[src/design/pcm_pkg.sv]
// pcm_pkg: shared types, widths, register indexes and reset values
// for the 4x5 rgba color matrix pipeline; no dependencies
`default_nettype none

package pcm_pkg;

  localparam int CHANNELS   = 4;
  localparam int PIX_W      = 8;
  localparam int WEIGHT_W   = 16;
  localparam int COEF_W     = CHANNELS * WEIGHT_W;
  localparam int OFFSET_W   = 32;
  localparam int PROD_W     = PIX_W + 1 + WEIGHT_W;
  localparam int PAIR_W     = PROD_W + 1;
  localparam int SUM_W      = OFFSET_W + 2;
  localparam int FRAC_W     = 8;
  localparam int STAGES     = 4;
  localparam int WORD_W     = CHANNELS * PIX_W;
  localparam int CFG_IDX_W  = 4;
  localparam int CFG_DATA_W = 64;

  localparam logic [SUM_W-1:0] ROUND_BIAS = SUM_W'(128);
  localparam logic [PIX_W-1:0] PIX_MAX    = '1;

  localparam logic [CFG_IDX_W-1:0] REG_RED_COEF     = 4'd0;
  localparam logic [CFG_IDX_W-1:0] REG_GREEN_COEF   = 4'd1;
  localparam logic [CFG_IDX_W-1:0] REG_BLUE_COEF    = 4'd2;
  localparam logic [CFG_IDX_W-1:0] REG_ALPHA_COEF   = 4'd3;
  localparam logic [CFG_IDX_W-1:0] REG_RED_OFFSET   = 4'd4;
  localparam logic [CFG_IDX_W-1:0] REG_GREEN_OFFSET = 4'd5;
  localparam logic [CFG_IDX_W-1:0] REG_BLUE_OFFSET  = 4'd6;
  localparam logic [CFG_IDX_W-1:0] REG_ALPHA_OFFSET = 4'd7;

  typedef logic [COEF_W-1:0]   coef_row_t;
  typedef logic [OFFSET_W-1:0] offset_t;
  typedef logic [PIX_W-1:0]    pix_t;

  // identity matrix with zero offsets
  localparam coef_row_t COEF_RESET [CHANNELS] = '{
    64'h0000_0000_0000_0100,
    64'h0000_0000_0100_0000,
    64'h0000_0100_0000_0000,
    64'h0100_0000_0000_0000
  };

  typedef struct packed {
    logic [STAGES-1:0] load;
  } pipe_ctrl_t;

endpackage

`default_nettype wire

[src/design/pcm_cfg.sv]
// pcm_cfg: matrix coefficient and offset registers behind the config write port
// depends on pcm_pkg
`default_nettype none

module pcm_cfg (
  input  wire logic                            clk,
  input  wire logic                            rst,
  input  wire logic                            cfg_valid,
  output logic                                 cfg_ready,
  input  wire logic [pcm_pkg::CFG_IDX_W-1:0]   cfg_index,
  input  wire logic [pcm_pkg::CFG_DATA_W-1:0]  cfg_data,
  output pcm_pkg::coef_row_t                   coef   [pcm_pkg::CHANNELS],
  output pcm_pkg::offset_t                     offset [pcm_pkg::CHANNELS]
);

  assign cfg_ready = 1'b1;

  always_ff @(posedge clk) begin
    if (rst) begin
      for (int i = 0; i < pcm_pkg::CHANNELS; i++) begin
        coef[i]   <= pcm_pkg::COEF_RESET[i];
        offset[i] <= '0;
      end
    end else if (cfg_valid && cfg_ready) begin
      unique case (cfg_index)
        pcm_pkg::REG_RED_COEF:     coef[0]   <= cfg_data;
        pcm_pkg::REG_GREEN_COEF:   coef[1]   <= cfg_data;
        pcm_pkg::REG_BLUE_COEF:    coef[2]   <= cfg_data;
        pcm_pkg::REG_ALPHA_COEF:   coef[3]   <= cfg_data;
        pcm_pkg::REG_RED_OFFSET:   offset[0] <= cfg_data[pcm_pkg::OFFSET_W-1:0];
        pcm_pkg::REG_GREEN_OFFSET: offset[1] <= cfg_data[pcm_pkg::OFFSET_W-1:0];
        pcm_pkg::REG_BLUE_OFFSET:  offset[2] <= cfg_data[pcm_pkg::OFFSET_W-1:0];
        pcm_pkg::REG_ALPHA_OFFSET: offset[3] <= cfg_data[pcm_pkg::OFFSET_W-1:0];
        default: ;
      endcase
    end
  end

endmodule

`default_nettype wire

[config.mk]
export PLATFORM = sky130hd
export DESIGN_NAME = pcm_cfg
export DESIGN_NICKNAME = d
export VERILOG_FILES = /design/src/design/pcm_pkg.sv /design/src/design/pcm_cfg.sv
export SDC_FILE = /design/constraint.sdc
export NUM_CORES = 1
export LEC_CHECK = 0
export BUFFER_PORTS_ARGS = -buffer_cell sky130_fd_sc_hd__buf_2
export CAP_MARGIN = 10
export CORE_ASPECT_RATIO = 1.4
export CORE_UTILIZATION = 46
export CTS_CLUSTER_DIAMETER = 50
export CTS_CLUSTER_SIZE = 8
export DETAILED_ROUTE_END_ITERATION = 8
export PLACE_DENSITY_LB_ADDON = 0.2
export SETUP_SLACK_MARGIN = 0.2
export SYNTH_ARGS = -nofsm -noshare
export SYNTH_HDL_FRONTEND = slang
export SYNTH_SLANG_ARGS = --single-unit
[constraint.sdc]
create_clock -name clk -period 1.17 [get_ports clk]
set_input_delay 0.117 -clock clk [delete_from_list [all_inputs] [get_ports clk]]
set_output_delay 0.117 -clock clk [all_outputs]
set_load 0.03 [all_outputs]
==> impl_metrics.py <==
metrics = {
    "status": {
        "status": "complete, but fails checks",
        "violations": "setup timing",
    },
    "clock_tree": {
        "clock-root-buffer": "clkbuf_16",
        "clock_sinks": 384,
        "cts_buffers": 53,
        "clock_path_buffers": 3,
        "cts_tree": "built",
        "htreeDepth": 2,
        "insertion_delay_ns": 0.57,
        "clk_pin_slew_ns": 0.05,
    },
    "critical_path": {
        "cp_max_fo": 2,
        "rrSetupSlack_ns": 0.16,
        "critPathArrivalTime_ns": 1.08,
        "crit_type": "register to output port",
        "crit_path_start_kind": "register",
        "slowest_stage": "dfxtp_2",
        "crit_start": "offset[125]",
        "r2r-start": "coef[157]",
        "cp-end-kind": "output port",
        "max_stage_delay_ns": 0.37,
        "worstPathCellList": "buf_6",
        "critPathTopFamily": "flip-flops",
        "cp.required_ns": 1.05,
        "path_buf_inv": 1,
    },
    "yosys": {
        "syn_area_per_cell_um2": 11.04,
        "ys_ff_latch": 384,
        "yosysSeqAreaShare_pct": 51.34,
        "netlist.top_cell.by_area": "dfxtp_1",
        "ys_warn_count": 0,
        "synth_top_area_share_pct": 51.34,
        "syn-num-nets": 1427,
        "mappedNetlistArea_um2": 14970,
        "syn_inst": 1356,
        "synth.distinct_cells": 17,
        "synth_area_leaders": "dfxtp_1, mux2i_1, nand2b_1, clkbuf_1, buf_2",
    },
    "global_route": {
        "grt_pass1_vias": 12990,
        "grt_pass1_wl_um": 73600,
        "antenna_found_initial": 2,
        "grt_util_all_layers_pct": 28.70,
        "grt_start_max_net_pins": 55,
        "grt-ovfl-total": 0,
    },
    "placement": {
        "gp_congestion": 0.7955,
        "port_buffers": 454,
        "post-dp-hpwl_um": 30160,
        "dpl_cell_area_um2": 18430,
    },
    "floorplan": {
        "die_h_um": 215.5,
        "coreArea_um2": 31790,
        "num_rows": 77,
        "die_w_um": 154.5,
        "io_pins": 456,
        "start_util_pct": 47.10,
        "dieArea_um2": 33290,
    },
    "sta": {
        "grt_setup_unrepaired": "true",
        "finalHoldViolCount": 0,
        "finalCritPeriodShare_pct": 102.5,
        "setup_ws_ns": -0.02953,
        "clock_skew_ns": 0,
        "fmax_mhz": 833.7,
        "setup_viol": 10,
        "maxSlewViolCount": 0,
        "holdWs_ns": 0.02610,
        "timing.final.crit_period_ns": 1.200,
    },
    "power": {
        "power.density_nw_per_um2": 1181,
        "p_leak_nw": 12.59,
        "vdd_drop_max_mv": 1.265,
    },
    "route": {
        "first_pass_iters": 4,
        "drcViolationCount": 0,
        "drtIter0Drc": 487,
        "avgRoutedWirePerCell_um": 20.83,
        "vias": 12650,
        "drtAntennaViolNets": 0,
        "wirelength_um": 52100,
        "via_per_inst": 5.057,
    },
    "finish": {
        "nets": 2175,
        "drive_gt1_share_pct": 57.41,
        "finalInstanceArea_um2": 24840,
        "utilization_pct": 78.13,
        "syn2layout_area_growth_pct": 65.88,
    },
    "min_path": {
        "min_from": "cfg_data[63]",
        "hp-class": "input pin to register",
    },
    "job": {
        "maxCapViolCount": 0,
    },
}
==> kinds of logic (layout without fill, tap and decap cells) <==
| logic type | count (synthesis) | after routing | share of synthesized area [%] |
|---|---|---|---|
| other cells | 1 | 3 | 0.02504 |
| mux | 384 | 384 | 25.67 |
| buf+inv | 120 | 868 | 3.576 |
| simple gates | 467 | 467 | 19.39 |
| flops | 384 | 384 | 51.34 |
==> stage by stage <==
step / power [mW] / TNS, ns / cells / setup WS [ns]
4_1_cts: 29.24 / -0.3103 / 2364 / -0.02602
5_1_grt: 30.17 / -2.722 / 2501 / -0.05184
6_report: 29.33 / -0.1160 / 2501 / -0.02953
2_1_floorplan: 14.88 / -0.8239 / 1356 / -0.03152
3_5_place_dp: 15.69 / -28.08 / 2173 / -0.1804
3_3_place_gp: 15.67 / -16.61 / 2173 / -0.1143
==> cells in the final DEF, fill, tap and decap left out <==
cell and n:
nand2b_1 444, mux2i_1 384, buf_6 384, dfxtp_2 381, buf_4 265, buf_2 69, dlygate4sd3_1 54, clkbuf_16 53
buf_12 40, nor2_1 9, nand2_4 4, dfxtp_4 3, diode_2 2, nor2b_1 2, nand3_4 2, nand2_2 2
inv_6 2, nor3b_4 1, and2_4 1, and2_1 1, and3b_1 1, conb_1 1, clkbuf_8 1
==> state kept, by name, summed over array words and instances, names as in the netlist <==
| register | flops |
|---|---|
| coef | 256 |
| offset | 128 |
==> cell usage after synthesis <==
master,count
dfxtp_1,384
and3b_1,1
nand2_1,3
nor3b_4,1
and2_1,2
buf_6,3
conb_1,1
mux2i_1,384
nor2_1,9
buf_4,4
nand2_2,3
buf_1,19
nand3_1,2
nor2b_1,2
buf_2,38
clkbuf_1,56
nand2b_1,444
==> final timing paths <==
| path | to | depth (start not counted) |
|---|---|---|
| setup / recovery | offset[125] | 1 |
| hold / removal | coef[191] | 3 |
| setup reg to reg | coef[157] | 3 |
| hold reg to reg | coef[195] | 2 |
==> report_power, final <==
group          internal, mW  leakage, nW  switching, mW
clock                  7.89        0.662           5.42
sequential             13.3         3.29          0.133
combinational          1.31         8.64           1.29
total                  22.5         12.6           6.84
==> worst reg2reg max path, delay by kind of cell (launching register included) <==
family	cells	cell delay, ns
flip-flops	1	0.34
multiplexers	1	0.34
buffers and inverters	1	0.11
AND/OR/NAND/NOR	1	0.09
==> metal layers <==
layer	track usage, %	vias to the layer above	wire length (um)
li1	-	5885	-
met3	8.394	182	3721
met5	0	-	0
met1	29.23	6071	18540
met4	18.94	0	3644
met2	50.71	510	26200
==> layout make-up <==
class	count	area (um2)
well taps	395	494.2
diodes	2	5.005
multi-input cells	852	6807
flip-flops and latches	384	8175
fillers	1740	6954
clock inverters	2	17.52
clock buffers	53	1326
repair buffers	813	8014
==> what timing repair did <==
action                                  CTS  global route
gates cloned                              0             0
buffers inserted                         82           135
hold buffers                             54             0
resized for setup                      1153             2
endpoints found under the hold margin   261             0
setup endpoints to repair               384           384
Power figures use the tool's default switching activity.
