[config.mk]
export PLATFORM = sky130hd
export DESIGN_NAME = pcm_lane
export DESIGN_NICKNAME = d
export VERILOG_FILES = /design/src/design/pcm_pkg.sv /design/src/design/pcm_lane.sv
export SDC_FILE = /design/constraint.sdc
export NUM_CORES = 2
export LEC_CHECK = 0
export BUFFER_PORTS_ARGS = -buffer_cell sky130_fd_sc_hd__buf_4
export CAP_MARGIN = 20
export CORE_UTILIZATION = 40
export CTS_CLUSTER_DIAMETER = 150
export CTS_CLUSTER_SIZE = 25
export DETAILED_ROUTE_END_ITERATION = 12
export PLACE_DENSITY = 0.62
export SLEW_MARGIN = 20
export SYNTH_ARGS = -nofsm -noshare
export SYNTH_HDL_FRONTEND = slang
export SYNTH_SLANG_ARGS = --single-unit
[constraint.sdc]
create_clock -name clk -period 12.2 [get_ports clk]
set_input_delay 1.22 -clock clk [delete_from_list [all_inputs] [get_ports clk]]
set_output_delay 1.22 -clock clk [all_outputs]
set_load 0.05 [all_outputs]
[src/design/pcm_pkg.sv]
// pcm_pkg: shared types, widths, register indexes and reset values
// for the 4x5 rgba color matrix pipeline; no dependencies
`default_nettype none

package pcm_pkg;

  localparam int CHANNELS   = 4;
  localparam int PIX_W      = 8;
  localparam int WEIGHT_W   = 16;
  localparam int COEF_W     = CHANNELS * WEIGHT_W;
  localparam int OFFSET_W   = 32;
  localparam int PROD_W     = PIX_W + 1 + WEIGHT_W;
  localparam int PAIR_W     = PROD_W + 1;
  localparam int SUM_W      = OFFSET_W + 2;
  localparam int FRAC_W     = 8;
  localparam int STAGES     = 4;
  localparam int WORD_W     = CHANNELS * PIX_W;
  localparam int CFG_IDX_W  = 4;
  localparam int CFG_DATA_W = 64;

  localparam logic [SUM_W-1:0] ROUND_BIAS = SUM_W'(128);
  localparam logic [PIX_W-1:0] PIX_MAX    = '1;

  localparam logic [CFG_IDX_W-1:0] REG_RED_COEF     = 4'd0;
  localparam logic [CFG_IDX_W-1:0] REG_GREEN_COEF   = 4'd1;
  localparam logic [CFG_IDX_W-1:0] REG_BLUE_COEF    = 4'd2;
  localparam logic [CFG_IDX_W-1:0] REG_ALPHA_COEF   = 4'd3;
  localparam logic [CFG_IDX_W-1:0] REG_RED_OFFSET   = 4'd4;
  localparam logic [CFG_IDX_W-1:0] REG_GREEN_OFFSET = 4'd5;
  localparam logic [CFG_IDX_W-1:0] REG_BLUE_OFFSET  = 4'd6;
  localparam logic [CFG_IDX_W-1:0] REG_ALPHA_OFFSET = 4'd7;

  typedef logic [COEF_W-1:0]   coef_row_t;
  typedef logic [OFFSET_W-1:0] offset_t;
  typedef logic [PIX_W-1:0]    pix_t;

  // identity matrix with zero offsets
  localparam coef_row_t COEF_RESET [CHANNELS] = '{
    64'h0000_0000_0000_0100,
    64'h0000_0000_0100_0000,
    64'h0000_0100_0000_0000,
    64'h0100_0000_0000_0000
  };

  typedef struct packed {
    logic [STAGES-1:0] load;
  } pipe_ctrl_t;

endpackage

`default_nettype wire

[src/design/pcm_lane.sv]
// pcm_lane: one output channel: products, pair sums, offset and round, clamp
// depends on pcm_pkg
`default_nettype none

module pcm_lane (
  input  wire logic                clk,
  input  wire pcm_pkg::pipe_ctrl_t ctrl,
  input  wire pcm_pkg::pix_t       px [pcm_pkg::CHANNELS],
  input  wire pcm_pkg::coef_row_t  coef,
  input  wire pcm_pkg::offset_t    offset,
  output pcm_pkg::pix_t            result
);

  logic signed [pcm_pkg::PROD_W-1:0] prod [pcm_pkg::CHANNELS];
  logic signed [pcm_pkg::PAIR_W-1:0] pair_lo;
  logic signed [pcm_pkg::PAIR_W-1:0] pair_hi;
  logic signed [pcm_pkg::SUM_W-1:0]  sum;
  logic signed [pcm_pkg::SUM_W-1:0]  sum_next;
  pcm_pkg::pix_t                     clamped;

  // stage 1: four 9x16 signed products
  always_ff @(posedge clk) begin
    if (ctrl.load[0]) begin
      for (int k = 0; k < pcm_pkg::CHANNELS; k++) begin
        prod[k] <= pcm_pkg::PROD_W'($signed({1'b0, px[k]})
                   * $signed(coef[k*pcm_pkg::WEIGHT_W +: pcm_pkg::WEIGHT_W]));
      end
    end
  end

  // stage 2: pair sums
  always_ff @(posedge clk) begin
    if (ctrl.load[1]) begin
      pair_lo <= pcm_pkg::PAIR_W'(prod[0]) + pcm_pkg::PAIR_W'(prod[1]);
      pair_hi <= pcm_pkg::PAIR_W'(prod[2]) + pcm_pkg::PAIR_W'(prod[3]);
    end
  end

  // stage 3: total with offset and rounding bias
  assign sum_next = pcm_pkg::SUM_W'(pair_lo) + pcm_pkg::SUM_W'(pair_hi)
                  + pcm_pkg::SUM_W'($signed(offset)) + $signed(pcm_pkg::ROUND_BIAS);

  always_ff @(posedge clk) begin
    if (ctrl.load[2]) begin
      sum <= sum_next;
    end
  end

  // stage 4: drop fraction and clamp to 0..255
  always_comb begin
    priority if (sum[pcm_pkg::SUM_W-1]) begin
      clamped = '0;
    end else if (|sum[pcm_pkg::SUM_W-2:pcm_pkg::FRAC_W+pcm_pkg::PIX_W]) begin
      clamped = pcm_pkg::PIX_MAX;
    end else begin
      clamped = sum[pcm_pkg::FRAC_W +: pcm_pkg::PIX_W];
    end
  end

  always_ff @(posedge clk) begin
    if (ctrl.load[3]) begin
      result <= clamped;
    end
  end

endmodule

`default_nettype wire

==> impl_metrics.csv <==
group,metric,value,unit
worst_setup_path,critPathMaxFanout,16,
route,wl_per_cell,15.02,µm
final_layout,fillerInstances,6957,
yosys,netlist_area,0.02899,mm²
yosys,ys_seq_area_share,19.27,%
final_layout,multi_input_area,0.02085,mm²
final_layout,seq_area,0.005585,mm²
route,wl,61040,µm
global_routing,grt_max_degree,60,
pwr,swShare,47.53,%
worst_setup_path,ff2ff_path_depth,11,
worst_setup_path,r2r_slack,8450,ps
pwr,power_density,279.1,mW/mm²
worst_setup_path,cp-end-kind,"flip-flop",
final_layout,area_growth,9.177,%
pwr,leakage,15.61,nW
hold_path,holdPathStages,2,
cts,cts_sinks,186,
worst_setup_path,path_class,"input port to flip-flop",
yosys,avgSynthCellArea,9.685,µm²
timing,fin_worst_skew,13.72,ps
place,gp_congestion,0.8539,
global_routing,grt_pass1_vias,20620,
floorplanning,io-pin-count,141,
global_routing,antenna_found_initial,1,
worst_setup_path,crit_arrival,5800,ps
final_layout,final_cells,4064,
worst_setup_path,reg2reg_from,"pair_hi[6]",
yosys,synthCells,2993,
cts,path_clk_slew,80,ps
final_layout,drive_gt1_share,6.296,%
pwr,ir_worst_vdd,199.8,µV
pwr,clkPwrFrac,6.4,%
pwr,comb_power_share,75.1,%
cts,clockBufferDepth,2,
route,ant_nets,0,
yosys,ys_warn_count,0,
pwr,intPower,4.635,mW
worst_setup_path,cp-start-kind,"input port",
yosys,synth_top_flop_cell,"edfxtp_1",
route,vias,19970,
cts,cts_htree_levels,4,
cts,postCtsSetupBuffers,0,
floorplanning,coreArea,0.07161,mm²
global_routing,grt_pass1_wl,102300,µm
yosys,synth-seq-cells,186,
cts,clkLatencyLatePin,450,ps
hold_path,hp-start,"sum[13]",
floorplanning,die_h,271.2,µm
timing,setup_violations,0,
route,drt-initial-drc-count,992,
floorplanning,chipWidth,271.2,µm
route,drc,0,
pwr,p_sw,4.198,mW
cts,ctsResizeCount,0,
place,dp_slack,6123,ps
cts,cts_made_buffers,17,
yosys,synth_edf_count,186,
timing,setup_tns,0,ps
final_layout,nNetsFinal,3986,
route,viasPerCell,4.914,
global_routing,overflow,0,
timing,timing.final.ws_setup,6594,ps
timing,finalHoldViolCount,0,
status,status,"completed",
route,first_pass_iters,4,
place,hpwl,51580,µm
hold_path,holdPathEnd,"result[5]",
timing,rsz0062_at_grt,"false",
cts,cts_tree,"yes",
yosys,syn_nets,3879,
timing,holdWs,573.6,ps
place,place_area,0.03104,mm²
timing,fin_crit_sh,45.95,%
worst_setup_path,required,12400,ps
timing,min_period,5607,ps
timing,tightest_slew,740.1,ps
floorplanning,initial_core_util,40.48,%
floorplanning,rows,98,
floorplanning,die_area,0.07355,mm²
worst_setup_path,r2r-end,"sum[30]",
cts,cts_hold_buf,0,
place,dp_cells,4031,
cts,ctsRootBufferMaster,"clkbuf_16",
global_routing,grt_usage,17.18,%
timing,drv_slew,0,
yosys,synth.distinct_cells,72,
timing,slew_headroom,49.38,%
hold_path,hold_path_class,"flip-flop to flip-flop",
final_layout,finalInstanceArea,0.03165,mm²
yosys,synth_async_sr_flop_share,0,%
flow_run,maxCapViolCount,0,
pwr,pwr-share-seq,18.5,%
timing,fmax,178.4,MHz
place,io_buffers,140,
-- worst max-delay path: stages --
cell,delay (ps)
buf_4,200
nand2_1,110
fa_1,540
inv_1,50
fa_1,480
fa_1,560
inv_1,50
fa_1,470
inv_1,40
ha_1,350
a2111oi_2,320
o21ai_1,150
a41o_1,290
a41o_1,270
o21a_4,220
o41ai_4,260
o21ai_2,90
xnor2_1,120
-- flip-flops by register name, summed over array words and instances, names as in the netlist --
| signal | cells |
|---|---|
| prod | 100 |
| pair_hi | 26 |
| pair_lo | 26 |
| sum | 26 |
| result | 8 |
-- how the worst max path moves through the flow --
stage | from | endpoint | slack, ps | cells after the start
3_5_place_dp | px[16] | prod[1][24] | 6120 | 18
3_3_place_gp | px[16] | prod[1][24] | 6170 | 18
2_1_floorplan | px[16] | prod[1][24] | 6300 | 18
6_report | px[16] | prod[1][24] | 6590 | 18
5_1_grt | px[24] | prod[0][22] | 6320 | 17
4_1_cts | px[16] | prod[1][24] | 6580 | 18
-- per-stage QoR --
step	total power, mW	utilization, %
floorplan	6.802	-
global placement	8.252	43.34
detailed placement	8.291	43.34
CTS	8.916	44.18
global route	9.834	44.20
finish	8.833	44.20
-- power by group through the flow --
stage	registers (mW)	logic [mW]	clock network [mW]
final	1.64	6.63	0.565
after global routing	1.66	7.57	0.600
after CTS	1.65	6.69	0.578
after detailed placement	1.66	6.63	0
after global placement	1.65	6.60	0
after floorplan	1.56	5.24	0
-- metal layers --
metal,track usage (%),vias up,part of all wire (%)
met2,31.59,292,52
met1,21.69,9863,44
li1,-,9760,-
met3,1.495,56,2.6
met4,4.007,0,1.9
met5,0,-,0
-- kinds of logic after synthesis --
group / count (synthesis) / synth area share, %
multiplexers: 2 / 0.07338
AO/OA/AOI/OAI: 417 / 9.418
adder cells (fa/ha/maj): 753 / 43.92
XOR/XNOR: 148 / 4.472
AND/OR/NAND/NOR: 805 / 14.02
flip-flops: 186 / 19.27
buffers and inverters: 682 / 8.831
-- cell usage in the layout, fill, tap and decap left out, drive strengths merged, types with 3 or more instances in the layout --
| cell type | n |
|---|---|
| a41o | 4 |
| a41oi | 4 |
| o21bai | 17 |
| a21oi | 138 |
| clkbuf | 17 |
| o2111ai | 3 |
| xor2 | 41 |
| a211oi | 19 |
| a221oi | 7 |
| clkinv | 7 |
| a21o | 61 |
| nor2 | 81 |
| nor4 | 7 |
| nand3 | 23 |
| or3 | 5 |
| o21ai | 76 |
| o31a | 3 |
| xnor2 | 107 |
| and3 | 20 |
| o31ai | 8 |
| a21bo | 3 |
| nor2b | 16 |
| o211ai | 12 |
| nand4 | 17 |
| buf | 141 |
| and2 | 292 |
| edfxtp | 186 |
| a31oi | 14 |
| o21a | 23 |
| nor3 | 24 |
| inv | 636 |
| fa | 441 |
| or4 | 3 |
| or2 | 6 |
| ha | 312 |
| o41ai | 3 |
| nand2b | 10 |
| nand2 | 293 |
-- cells in the mapped netlist (17+ instances only) --
| library cell | count | area [µm²] |
|---|---|---|
| inv_1 | 629 | 2361 |
| fa_1 | 441 | 8828 |
| ha_1 | 312 | 3904 |
| nand2_1 | 293 | 1100 |
| and2_1 | 292 | 1827 |
| edfxtp_1 | 186 | 5585 |
| a21oi_1 | 137 | 685.7 |
| xnor2_1 | 107 | 937.2 |
| nor2_1 | 81 | 304.0 |
| o21ai_0 | 71 | 355.3 |
| a21o_1 | 60 | 450.4 |
| clkbuf_1 | 52 | 195.2 |
| xor2_1 | 41 | 359.1 |
| nor3_1 | 24 | 120.1 |
| nand3_1 | 23 | 115.1 |
| o21a_1 | 22 | 165.2 |
| and3_1 | 20 | 125.1 |
| a211oi_1 | 19 | 142.6 |
| nand4_1 | 17 | 106.4 |
| o21bai_1 | 17 | 127.6 |
-- layout make-up --
type / count / share of cell area (%)
Tap cell: 950 / 3.756
Clock inverter: 15 / 0.5614
Timing Repair Buffer: 141 / 3.345
Antenna cell: 1 / 0.007907
Clock buffer: 17 / 1.344
Inverter: 629 / 7.460
Sequential cell: 186 / 17.65
Multi-Input combinational cell: 2125 / 65.88
No activity file was read; power rests on OpenSTA's default activity.
