==> config.mk <==
export PLATFORM = sky130hd
export DESIGN_NAME = pcm_ctrl
export DESIGN_NICKNAME = d
export VERILOG_FILES = /design/src/design/pcm_pkg.sv /design/src/design/pcm_ctrl.sv
export SDC_FILE = /design/constraint.sdc
export NUM_CORES = 1
export LEC_CHECK = 0
export ABC_AREA = 1
export BUFFER_PORTS_ARGS = -buffer_cell sky130_fd_sc_hd__buf_2
export CAP_MARGIN = 20
export CORE_AREA = 2 2 39 41
export DETAILED_ROUTE_END_ITERATION = 10
export DIE_AREA = 0 0 41 43
export GPL_TIMING_DRIVEN = 1
export PLACE_DENSITY = 0.3
export REMOVE_ABC_BUFFERS = 1
export SYNTH_ARGS = -nofsm -noshare
export SYNTH_HDL_FRONTEND = slang
export SYNTH_SLANG_ARGS = --single-unit
==> constraint.sdc <==
create_clock -name clk -period 0.9 [get_ports clk]
set_input_delay 0.135 -clock clk [delete_from_list [all_inputs] [get_ports clk]]
set_output_delay 0.135 -clock clk [all_outputs]
set_load 0.02 [all_outputs]
==> src/design/pcm_pkg.sv <==
// pcm_pkg: shared types, widths, register indexes and reset values
// for the 4x5 rgba color matrix pipeline; no dependencies
`default_nettype none

package pcm_pkg;

  localparam int CHANNELS   = 4;
  localparam int PIX_W      = 8;
  localparam int WEIGHT_W   = 16;
  localparam int COEF_W     = CHANNELS * WEIGHT_W;
  localparam int OFFSET_W   = 32;
  localparam int PROD_W     = PIX_W + 1 + WEIGHT_W;
  localparam int PAIR_W     = PROD_W + 1;
  localparam int SUM_W      = OFFSET_W + 2;
  localparam int FRAC_W     = 8;
  localparam int STAGES     = 4;
  localparam int WORD_W     = CHANNELS * PIX_W;
  localparam int CFG_IDX_W  = 4;
  localparam int CFG_DATA_W = 64;

  localparam logic [SUM_W-1:0] ROUND_BIAS = SUM_W'(128);
  localparam logic [PIX_W-1:0] PIX_MAX    = '1;

  localparam logic [CFG_IDX_W-1:0] REG_RED_COEF     = 4'd0;
  localparam logic [CFG_IDX_W-1:0] REG_GREEN_COEF   = 4'd1;
  localparam logic [CFG_IDX_W-1:0] REG_BLUE_COEF    = 4'd2;
  localparam logic [CFG_IDX_W-1:0] REG_ALPHA_COEF   = 4'd3;
  localparam logic [CFG_IDX_W-1:0] REG_RED_OFFSET   = 4'd4;
  localparam logic [CFG_IDX_W-1:0] REG_GREEN_OFFSET = 4'd5;
  localparam logic [CFG_IDX_W-1:0] REG_BLUE_OFFSET  = 4'd6;
  localparam logic [CFG_IDX_W-1:0] REG_ALPHA_OFFSET = 4'd7;

  typedef logic [COEF_W-1:0]   coef_row_t;
  typedef logic [OFFSET_W-1:0] offset_t;
  typedef logic [PIX_W-1:0]    pix_t;

  // identity matrix with zero offsets
  localparam coef_row_t COEF_RESET [CHANNELS] = '{
    64'h0000_0000_0000_0100,
    64'h0000_0000_0100_0000,
    64'h0000_0100_0000_0000,
    64'h0100_0000_0000_0000
  };

  typedef struct packed {
    logic [STAGES-1:0] load;
  } pipe_ctrl_t;

endpackage

`default_nettype wire

==> src/design/pcm_ctrl.sv <==
// pcm_ctrl: valid bits and per-stage load enables for the four-stage pipeline
// depends on pcm_pkg
`default_nettype none

module pcm_ctrl (
  input  wire logic          clk,
  input  wire logic          rst,
  input  wire logic          s_tvalid,
  output logic               s_tready,
  output logic               m_tvalid,
  input  wire logic          m_tready,
  output pcm_pkg::pipe_ctrl_t ctrl
);

  logic [pcm_pkg::STAGES-1:0] valid;
  logic [pcm_pkg::STAGES-1:0] load;

  // a stage loads when it is empty or its content moves on
  always_comb begin
    load[pcm_pkg::STAGES-1] = !valid[pcm_pkg::STAGES-1] || m_tready;
    for (int i = pcm_pkg::STAGES - 2; i >= 0; i--) begin
      load[i] = !valid[i] || load[i+1];
    end
  end

  always_ff @(posedge clk) begin
    if (rst) begin
      valid <= '0;
    end else begin
      if (load[0]) begin
        valid[0] <= s_tvalid;
      end
      for (int i = 1; i < pcm_pkg::STAGES; i++) begin
        if (load[i]) begin
          valid[i] <= valid[i-1];
        end
      end
    end
  end

  assign s_tready  = load[0];
  assign m_tvalid  = valid[pcm_pkg::STAGES-1];
  assign ctrl.load = load;

  a_empty_out_takes_input: assert property (@(posedge clk) disable iff (rst)
    !valid[pcm_pkg::STAGES-1] |-> s_tready)
    else $error("input stalled while output stage empty");

  a_drain_takes_input: assert property (@(posedge clk) disable iff (rst)
    m_tready |-> s_tready)
    else $error("input stalled while output drains");

  a_accept_fills_stage0: assert property (@(posedge clk) disable iff (rst)
    s_tvalid && s_tready |=> valid[0])
    else $error("accepted word not in first stage");

  a_stalled_word_moves_on: assert property (@(posedge clk) disable iff (rst)
    valid[pcm_pkg::STAGES-2] && !load[pcm_pkg::STAGES-2] |=> valid[pcm_pkg::STAGES-1])
    else $error("word lost under stall");

endmodule

`default_nettype wire

==> results of run 1 <==
[final cells by class]
class,count,share of cell area [%]
inverter,5,6.49
clock buffer,3,7.79
tap,16,6.93
timing repair buffer,13,31.2
multi-input combinational,9,19.5
sequential,4,28.1
[critical path: cells and delay by family, from the launching register on]
kind | cells | cell delay (ns)
buffers and inverters | 2 | 0.23
flip-flops | 1 | 0.32
AND/OR/NAND/NOR | 2 | 0.26
[layer usage]
metal | share of wire [%] | track usage (%)
met4 | 0 | 4.00
met1 | 43 | 5.79
met5 | 0 | 0
met3 | 20 | 7.85
met2 | 36 | 6.25
[power by group]
part           switching (mW)  internal (mW)
Clock                  0.0668          0.149
Sequential            0.00496          0.185
Combinational          0.0136         0.0130
[cells in the final DEF (no fill, tap or decap)]
cell type / synthesis / final
sky130_fd_sc_hd__buf_2: 0 / 6
sky130_fd_sc_hd__buf_4: 1 / 5
sky130_fd_sc_hd__inv_1: 5 / 3
sky130_fd_sc_hd__a21oi_1: 3 / 3
sky130_fd_sc_hd__clkbuf_4: 0 / 3
sky130_fd_sc_hd__dfxtp_1: 4 / 3
sky130_fd_sc_hd__inv_2: 0 / 2
sky130_fd_sc_hd__nor2_1: 2 / 2
sky130_fd_sc_hd__buf_6: 0 / 2
sky130_fd_sc_hd__nor2_4: 1 / 1
sky130_fd_sc_hd__nand2_2: 0 / 1
sky130_fd_sc_hd__nand3_2: 0 / 1
sky130_fd_sc_hd__nand4_1: 1 / 1
sky130_fd_sc_hd__dfxtp_2: 0 / 1
[metrics by stage]
step	cells	setup slack, ns	utilization [%]
3_5_place_dp	43	-0.0582	15.4
2_1_floorplan	18	-0.470	-
5_1_grt	50	-0.362	20.9
6_report	50	-0.282	20.9
3_3_place_gp	43	-0.0299	15.4
4_1_cts	47	-0.297	18.3
[worst paths after layout]
path,slack [ns],startpoint,cells past startpoint,end
setup / recovery,-0.28,valid[3],4,ctrl[0]
hold / removal,0.10,rst,2,valid[3]
setup reg to reg,-0.08,valid[3],6,valid[1]
hold reg to reg,0.45,valid[0],2,valid[1]
[repair_timing]
action                     4_1_cts  5_1_grt
cloned                           0        0
hold buffers                     0        0
resized for setup                6        4
pin swaps                        0        1
setup buffers                    1        3
setup endpoints to repair        5        6
[cells by family after synthesis]
logic type,after synthesis
buf+inv,6
compound gates,3
flops,4
simple gates,6
==> impl_metrics.toml, run 1 <==
[status]
status = "finished, violations left"
violations = "setup timing"

[yosys]
async_sr_flop_fraction_pct = 0
synth-adder-area-share_pct = 0
post_synth_simple_gate_area_pct = 21.8
synth_seq_area_share_pct = 51.6
count_of_different_cell_masters_after_synthesis = 9
postSynthRegisterBits = 4
synth-edff-count = 0
yosys.area.top_type = "sky130_fd_sc_hd__dfxtp_1"
leading_cell_types_by_count_after_synthesis = "sky130_fd_sc_hd__inv_1, sky130_fd_sc_hd__dfxtp_1, sky130_fd_sc_hd__a21oi_1"
synthesis.yosys.warnings = 0
synth.mux.area_fraction_pct = 0
synth.top_cells.by_area = "sky130_fd_sc_hd__dfxtp_1, sky130_fd_sc_hd__inv_1, sky130_fd_sc_hd__a21oi_1"
synth_ff_type = "sky130_fd_sc_hd__dfxtp_1"
synth_largest_type_area_fraction_pct = 51.6
synthMostInstantiatedCell = "sky130_fd_sc_hd__inv_1"
post_synthesis_compound_gate_area_fraction_pct = 9.68
post_synth_instance_area_um2 = 155
synth_cells = 19
synth_top_family_by_area = "simple AND/OR/NAND/NOR gates"
synth.avg_cell_area_um2 = 8.17
yosys.area_share.xor_xnor_pct = 0

[place]
finalWeightedCongestion = 0.542
port_buffers = 9
dp.final_hpwl_um = 254
placed_cell_area_um2 = 213

[die]
die_width_um = 41
ioPinCount = 10
fp.dieArea_um2 = 1760
initial_utilization_pct = 11.2
die_h_um = 43
coreArea_um2 = 1380
rows = 14

[timing]
timing_worst_slew_pin_value_ns = 0.170
finalCriticalPeriod_ns = 1.18
hold_viol = 0
slew_headroom_pct = 88.6
clock.fmax_mhz = 846
postLayoutSetupSlackWorst_ns = -0.282
period_share_pct = 131
fin_worst_skew_ns = 0.00317
rsz0062_at_grt = "yes"
report.final.slew_viol_count = 0
timing.final.setup_violations = 6
timing.setup.tns_ns = -1.41
hold_slack_ns = 0.103

[clock_tree]
numClockSinks = 4
numCtsBuffers = 3
cts.reportedPaths.clkPinSlew_ns = 0.04
clock_tree.htree_level_count = 1
clock_insertion_delay_worst_skew_ns = 0.23
clock_path_buffers = 2
tritoncts = "built"
cts_root_buf = "sky130_fd_sc_hd__clkbuf_4"

[final_layout]
drive_above_1_share_pct = 64.7
post-route-cell-area_um2 = 289
final-seq-area_um2 = 81.3
final_net_count = 40
area_delta_synth_final_pct = 86.3
reg_top3 = "valid: 4 flops"
regMostFlops = "valid"
largest_reg_flops = 4
fill_cells = 156
antenna-diode-count = 0
multi_input_gate_area_um2 = 56.3

[worst_hold_path]
holdCritPathClass = "primary input to register"

[setup_path]
critical-path-slowest-cell = "sky130_fd_sc_hd__dfxtp_2"
end_kind = "output port"
type_of_origin_of_the_critical_path = "register"
worst_ep_required_time_ns = 0.76
criticalPathCategory = "register to output port"
cp_data_arrival_time_ns = 1.05
crit_path_cell_trace = "inv_2, nor2_4, nand4_1, buf_2"
worst_path_largest_cell_delay_ns = 0.32
timing.critical_path.fanout_max = 5

[grt]
grt_first_pass_wirelength_um = 614
gr-usage-all-layers_pct = 5.92
first_global_vias = 153
grt.overflow.total = 0
antenna_found_initial = 0
grt_max_degree = 6

[detailed_routing]
routed_wl_um = 339
detailedRoute.firstPassIterationCount = 2
route.detailed.drc = 0
detail_route.wl_per_cell_um = 6.78
drt_first_iter_violations = 5
route.antenna.remaining_nets = 0
via_density = 3.44
route.vias.total = 172

[pwr]
post-layout-total-power_mw = 0.432
static-leakage-power_nw = 0.128
ir_worst_vdd_mv = 1.12
powerDensity_nw_per_um2 = 1500

[run]
drv_cap = 0
Power figures use the tool's default switching activity.
==> run 2, diff against run 1 <==
==> constraint.sdc (replaced) <==
create_clock -name clk -period 1.5 [get_ports clk]
set_input_delay 0.225 -clock clk [delete_from_list [all_inputs] [get_ports clk]]
set_output_delay 0.225 -clock clk [all_outputs]
set_load 0.02 [all_outputs]
==> run 2 against run 1 <==
The flow now finishes without violations. Die area is the same. Non-clock buffer count fell by 4. Final cell count decreased by 8.0%. Clock power decreased by 40%. Worst hold slack gained 0.095 ns. Count of clock-buffer cells in the layout stayed put. Worst setup slack gained 0.50 ns. Clock skew rose by 0.0011 ns. Critical endpoint unchanged.
==> impl_metrics.toml, run 2 (synthesized netlist as in run 1, its figures left out) <==
[final_layout]
largest_reg_flops = 4
final_net_count = 36
layout_commonest_cell = "sky130_fd_sc_hd__buf_2"
most-common-layout-cells = "sky130_fd_sc_hd__buf_2, sky130_fd_sc_hd__inv_1, sky130_fd_sc_hd__dfxtp_1, sky130_fd_sc_hd__a21oi_1, sky130_fd_sc_hd__clkbuf_4"
final-seq-area_um2 = 80.1
area_delta_synth_final_pct = 51.6
antenna-diode-count = 0
multi_input_gate_area_um2 = 48.8
fill_cells = 152
reg_top3 = "valid: 4 flops"
drive_above_1_share_pct = 43.3
regMostFlops = "valid"

[clock_tree]
numCtsBuffers = 3
postCtsSetupBuffers = 0
clock_tree.htree_level_count = 1
clock_path_buffers = 2
numClockSinks = 4
cts_root_buf = "sky130_fd_sc_hd__clkbuf_4"
cts.reportedPaths.clkPinSlew_ns = 0.04
cts_hold_buffers = 0
clock_insertion_delay_worst_skew_ns = 0.23
tritoncts = "built"
post_cts_resize_count = 0

[timing]
timing.final.setup_violations = 0
timing_worst_slew_pin_value_ns = 0.132
slew_headroom_pct = 91.2
postLayoutSetupSlackWorst_ns = 0.217
period_share_pct = 85.5
clock.fmax_mhz = 780
hold_viol = 0
finalCriticalPeriod_ns = 1.28
rsz0062_at_grt = "no"
timing.setup.tns_ns = 0
report.final.slew_viol_count = 0
fin_worst_skew_ns = 0.00432

[place]
finalWeightedCongestion = 0.561
port_buffers = 9
detailedPlace.worstSlack_ns = 0.456

[pwr]
static-leakage-power_nw = 0.0959
ir_worst_vdd_mv = 0.578
powerDensity_nw_per_um2 = 1090

[detailed_routing]
via_density = 3.24
route.antenna.remaining_nets = 0
drt_first_iter_violations = 3
routed_wl_um = 312
detail_route.wl_per_cell_um = 6.78
detailedRoute.firstPassIterationCount = 2
route.vias.total = 149
route.detailed.drc = 0

[die]
die_h_um = 43
die_width_um = 41
coreArea_um2 = 1380
fp.dieArea_um2 = 1760
rows = 14
ioPinCount = 10
initial_utilization_pct = 11.2

[grt]
antenna_found_initial = 0
gr-usage-all-layers_pct = 4.82
global_route.usage.met3_pct = 6.28
grt.met2_usage_pct = 4.38
grt.overflow.total = 0
grt.met1_usage_pct = 5.14
first_global_vias = 120
grt_first_pass_wirelength_um = 469
busiest_metal_layer_after_global_routing = "met3"
grt_max_degree = 6

[setup_path]
setup.reg_to_reg.worst_slack_ns = 0.65
timing.critical_path.fanout_max = 5
critical-path-slowest-cell = "sky130_fd_sc_hd__dfxtp_1"
reg2reg_depth = 4
cp_data_arrival_time_ns = 1.06
worst_path_largest_cell_delay_ns = 0.32
worst_ep_required_time_ns = 1.27
crit_path_cell_trace = "inv_1, nor2_4, nand4_1, buf_2"
cp.depth = 4
criticalPathCategory = "register to output port"
end_kind = "output port"
type_of_origin_of_the_critical_path = "register"
crit_family = "flip-flops"
cp_num_buf_inv = 2

[run]
drv_cap = 0

[worst_hold_path]
hold_path_depth = 2
holdCritPathClass = "primary input to register"

[status]
status = "completed"
run 2: changes by cell type in the layout (fill, tap and decap cells not counted), moves of 2 or more:
cell / delta
sky130_fd_sc_hd__buf_4: -5
sky130_fd_sc_hd__buf_2: +3
sky130_fd_sc_hd__buf_6: -2
sky130_fd_sc_hd__inv_1: +2
sky130_fd_sc_hd__inv_2: -2
run 2: routing by layer:
layer / part of all wire, % / up-vias / wire (um)
li1: - / 81 / -
met1: 58 / 58 / 182
met2: 27 / 10 / 85
met3: 14 / 0 / 44
met4: 0 / 0 / 0
met5: 0 / - / 0
run 2: worst reg2reg max path: cells and delay by family (launching register included):
kind | cells | cell delay [ns]
flops | 1 | 0.32
buf+inv | 1 | 0.06
compound gates | 1 | 0.14
simple gates | 2 | 0.25
run 2: power by group:
group,leakage (nW),switching [mW],internal (mW)
Clock,0.0138,0.0409,0.0893
Sequential,0.0328,0.00237,0.111
Combinational,0.0493,0.00741,0.00588
Total,0.0959,0.0507,0.206
run 2: worst paths after layout:
check | end | startpoint
max | ctrl[0] | valid[3]
min | valid[2] | rst
max reg2reg | valid[0] | valid[3]
min reg2reg | valid[1] | valid[0]
run 2: area by class of cell:
class,instances,area share [%]
repair buffers,9,19.1
inverters,5,7.98
multi-input cells,9,20.7
flip-flops and latches,4,34.0
well taps,16,8.51
clock buffers,3,9.57
run 2: stage by stage:
stage                     util (%)  cell area, um^2  hold slack (ns)  power, mW  std cells
after detailed placement      15.4              213            0.437      0.128         43
after floorplan                  -              148            0.294      0.121         18
after global routing          17.0              235            0.194      0.273         46
after global placement        15.4              213            0.431      0.128         43
final                         17.0              235            0.197      0.257         46
after CTS                     17.0              235            0.193      0.262         46
==> run 3, diff against run 2 <==
==> constraint.sdc (replaced) <==
create_clock -name clk -period 1.6 [get_ports clk]
set_input_delay 0.24 -clock clk [delete_from_list [all_inputs] [get_ports clk]]
set_output_delay 0.24 -clock clk [all_outputs]
set_load 0.02 [all_outputs]
==> run 3 against run 2 <==
Sequential share of layout area did not move. Critical path type unchanged. Via count is 4.7% higher. Register-to-register slack gained 0.08 ns. First-iteration DRC count increased by 33%. Final cell count unchanged. Clock power decreased by 5%. Flip-flop and latch count stayed put. Largest cell class unchanged. Clock skew increased by 0.00094 ns. Largest power group unchanged. Global-route usage up 1.0 points. Wire length rose by 8.7%. Worst hold slack better by 0.014 ns.
==> impl_metrics.toml, run 3 (synthesized netlist as in run 1, its figures left out) <==
[worst_hold_path]
holdCritPathClass = "primary input to register"

[final_layout]
regMostFlops = "valid"
most-common-layout-cells = "sky130_fd_sc_hd__buf_2, sky130_fd_sc_hd__inv_1, sky130_fd_sc_hd__dfxtp_1, sky130_fd_sc_hd__a21oi_1, sky130_fd_sc_hd__clkbuf_4"
final-seq-area_um2 = 80.1
fin_util_pct = 17.0
reg_top3 = "valid: 4 flops"
antenna-diode-count = 0
fill_cells = 157
area_delta_synth_final_pct = 51.6
largest_reg_flops = 4
layout_commonest_cell = "sky130_fd_sc_hd__buf_2"
final_net_count = 36
multi_input_gate_area_um2 = 48.8
drive_above_1_share_pct = 43.3

[timing]
rsz0062_at_grt = "no"
timing.final.setup_violations = 0
report.final.slew_viol_count = 0
timing.setup.tns_ns = 0
postLayoutSetupSlackWorst_ns = 0.291
period_share_pct = 81.8
hold_viol = 0
clock.fmax_mhz = 764
finalCriticalPeriod_ns = 1.31
fin_worst_skew_ns = 0.00526
timing_worst_slew_pin_value_ns = 0.139
slew_headroom_pct = 90.7

[grt]
grt.overflow.total = 0
antenna_found_initial = 0
grt_first_pass_wirelength_um = 558
gr-usage-all-layers_pct = 5.82
grt_max_degree = 6
first_global_vias = 134

[setup_path]
worst_setup_sp = "valid[3]"
regToRegStartpoint = "valid[3]"
end_kind = "output port"
worst_setup_path_endpoint = "s_tready"
criticalPathCategory = "register to output port"
timing.critical_path.fanout_max = 5
worst_ep_required_time_ns = 1.36
type_of_origin_of_the_critical_path = "register"
reg2reg_depth = 4
setup.reg_to_reg.worst_slack_ns = 0.73
critical_path.reg2reg.endpoint = "valid[0]"
cp_data_arrival_time_ns = 1.07

[place]
port_buffers = 9
detailedPlace.worstSlack_ns = 0.518
finalWeightedCongestion = 0.540
dp.final_hpwl_um = 256

[clock_tree]
cts.reportedPaths.clkPinSlew_ns = 0.04
clock_insertion_delay_worst_skew_ns = 0.24
tritoncts = "built"
post_cts_resize_count = 0
postCtsSetupBuffers = 0
cts_hold_buffers = 0
clock_path_buffers = 2
clock_tree.htree_level_count = 1
numClockSinks = 4
numCtsBuffers = 3
cts_root_buf = "sky130_fd_sc_hd__clkbuf_4"

[die]
rows = 14
coreArea_um2 = 1380
initial_utilization_pct = 11.2
fp.dieArea_um2 = 1760
die_width_um = 41
ioPinCount = 10
die_h_um = 43

[detailed_routing]
detail_route.wl_per_cell_um = 7.37
detail_route.wirelength.met1_um = 146
route.vias.total = 156
route.antenna.remaining_nets = 0
detailroute.wirelength.met3_um = 86
via_density = 3.39
drt_first_iter_violations = 4
dr.max_layer_used = "met3"
routed_wl_um = 339
detailedRoute.firstPassIterationCount = 2
route.detailed.drc = 0
route.met2.wl_um = 105

[run]
drv_cap = 0

[pwr]
ir_worst_vdd_mv = 0.517
static-leakage-power_nw = 0.0959
powerDensity_nw_per_um2 = 1030

[status]
status = "completed"
[run 3: cell counts in the layout (fill, tap and decap cells not counted)]
No cell type changed its count.
[run 3: worst min-delay path by stage]
stage	slack (ns)	cells past startpoint	start	to
floorplan	0.31	1	rst	valid[0]
global placement	0.43	2	valid[0]	valid[1]
detailed placement	0.44	2	valid[0]	valid[1]
CTS	0.21	2	rst	valid[1]
global route	0.21	2	rst	valid[2]
finish	0.21	2	rst	valid[2]
[run 3: per-stage QoR]
stage                     hold slack (ns)  power (mW)  instance area [um^2]  std cells
final                               0.211       0.243                   235         46
after detailed placement            0.439       0.121                   213         43
after global routing                0.208       0.261                   235         46
after global placement              0.433       0.120                   213         43
after floorplan                     0.309       0.113                   148         18
after CTS                           0.208       0.247                   235         46
[run 3: power by group]
group / internal (mW) / switching (mW)
clock network: 0.0838 / 0.0403
logic: 0.00552 / 0.00716
registers: 0.104 / 0.00226
[run 3: final cells by class]
| cell class | count | share of cell area, % |
|---|---|---|
| Tap cell | 16 | 8.51 |
| Timing Repair Buffer | 9 | 19.1 |
| Sequential cell | 4 | 34.0 |
| Multi-Input combinational cell | 9 | 20.7 |
| Clock buffer | 3 | 9.57 |
| Inverter | 5 | 7.98 |
[run 3: worst max-delay path: stages, from the launching register on]
cell                      delay [ns]
sky130_fd_sc_hd__dfxtp_1        0.31
sky130_fd_sc_hd__inv_1          0.06
sky130_fd_sc_hd__nor2_4         0.12
sky130_fd_sc_hd__nand4_1        0.14
sky130_fd_sc_hd__buf_2          0.19
[run 3: metal layers]
layer	up-vias	track usage, %
li1	82	-
met4	0	4.00
met1	61	5.47
met3	0	10.5
met2	13	4.69
met5	-	0
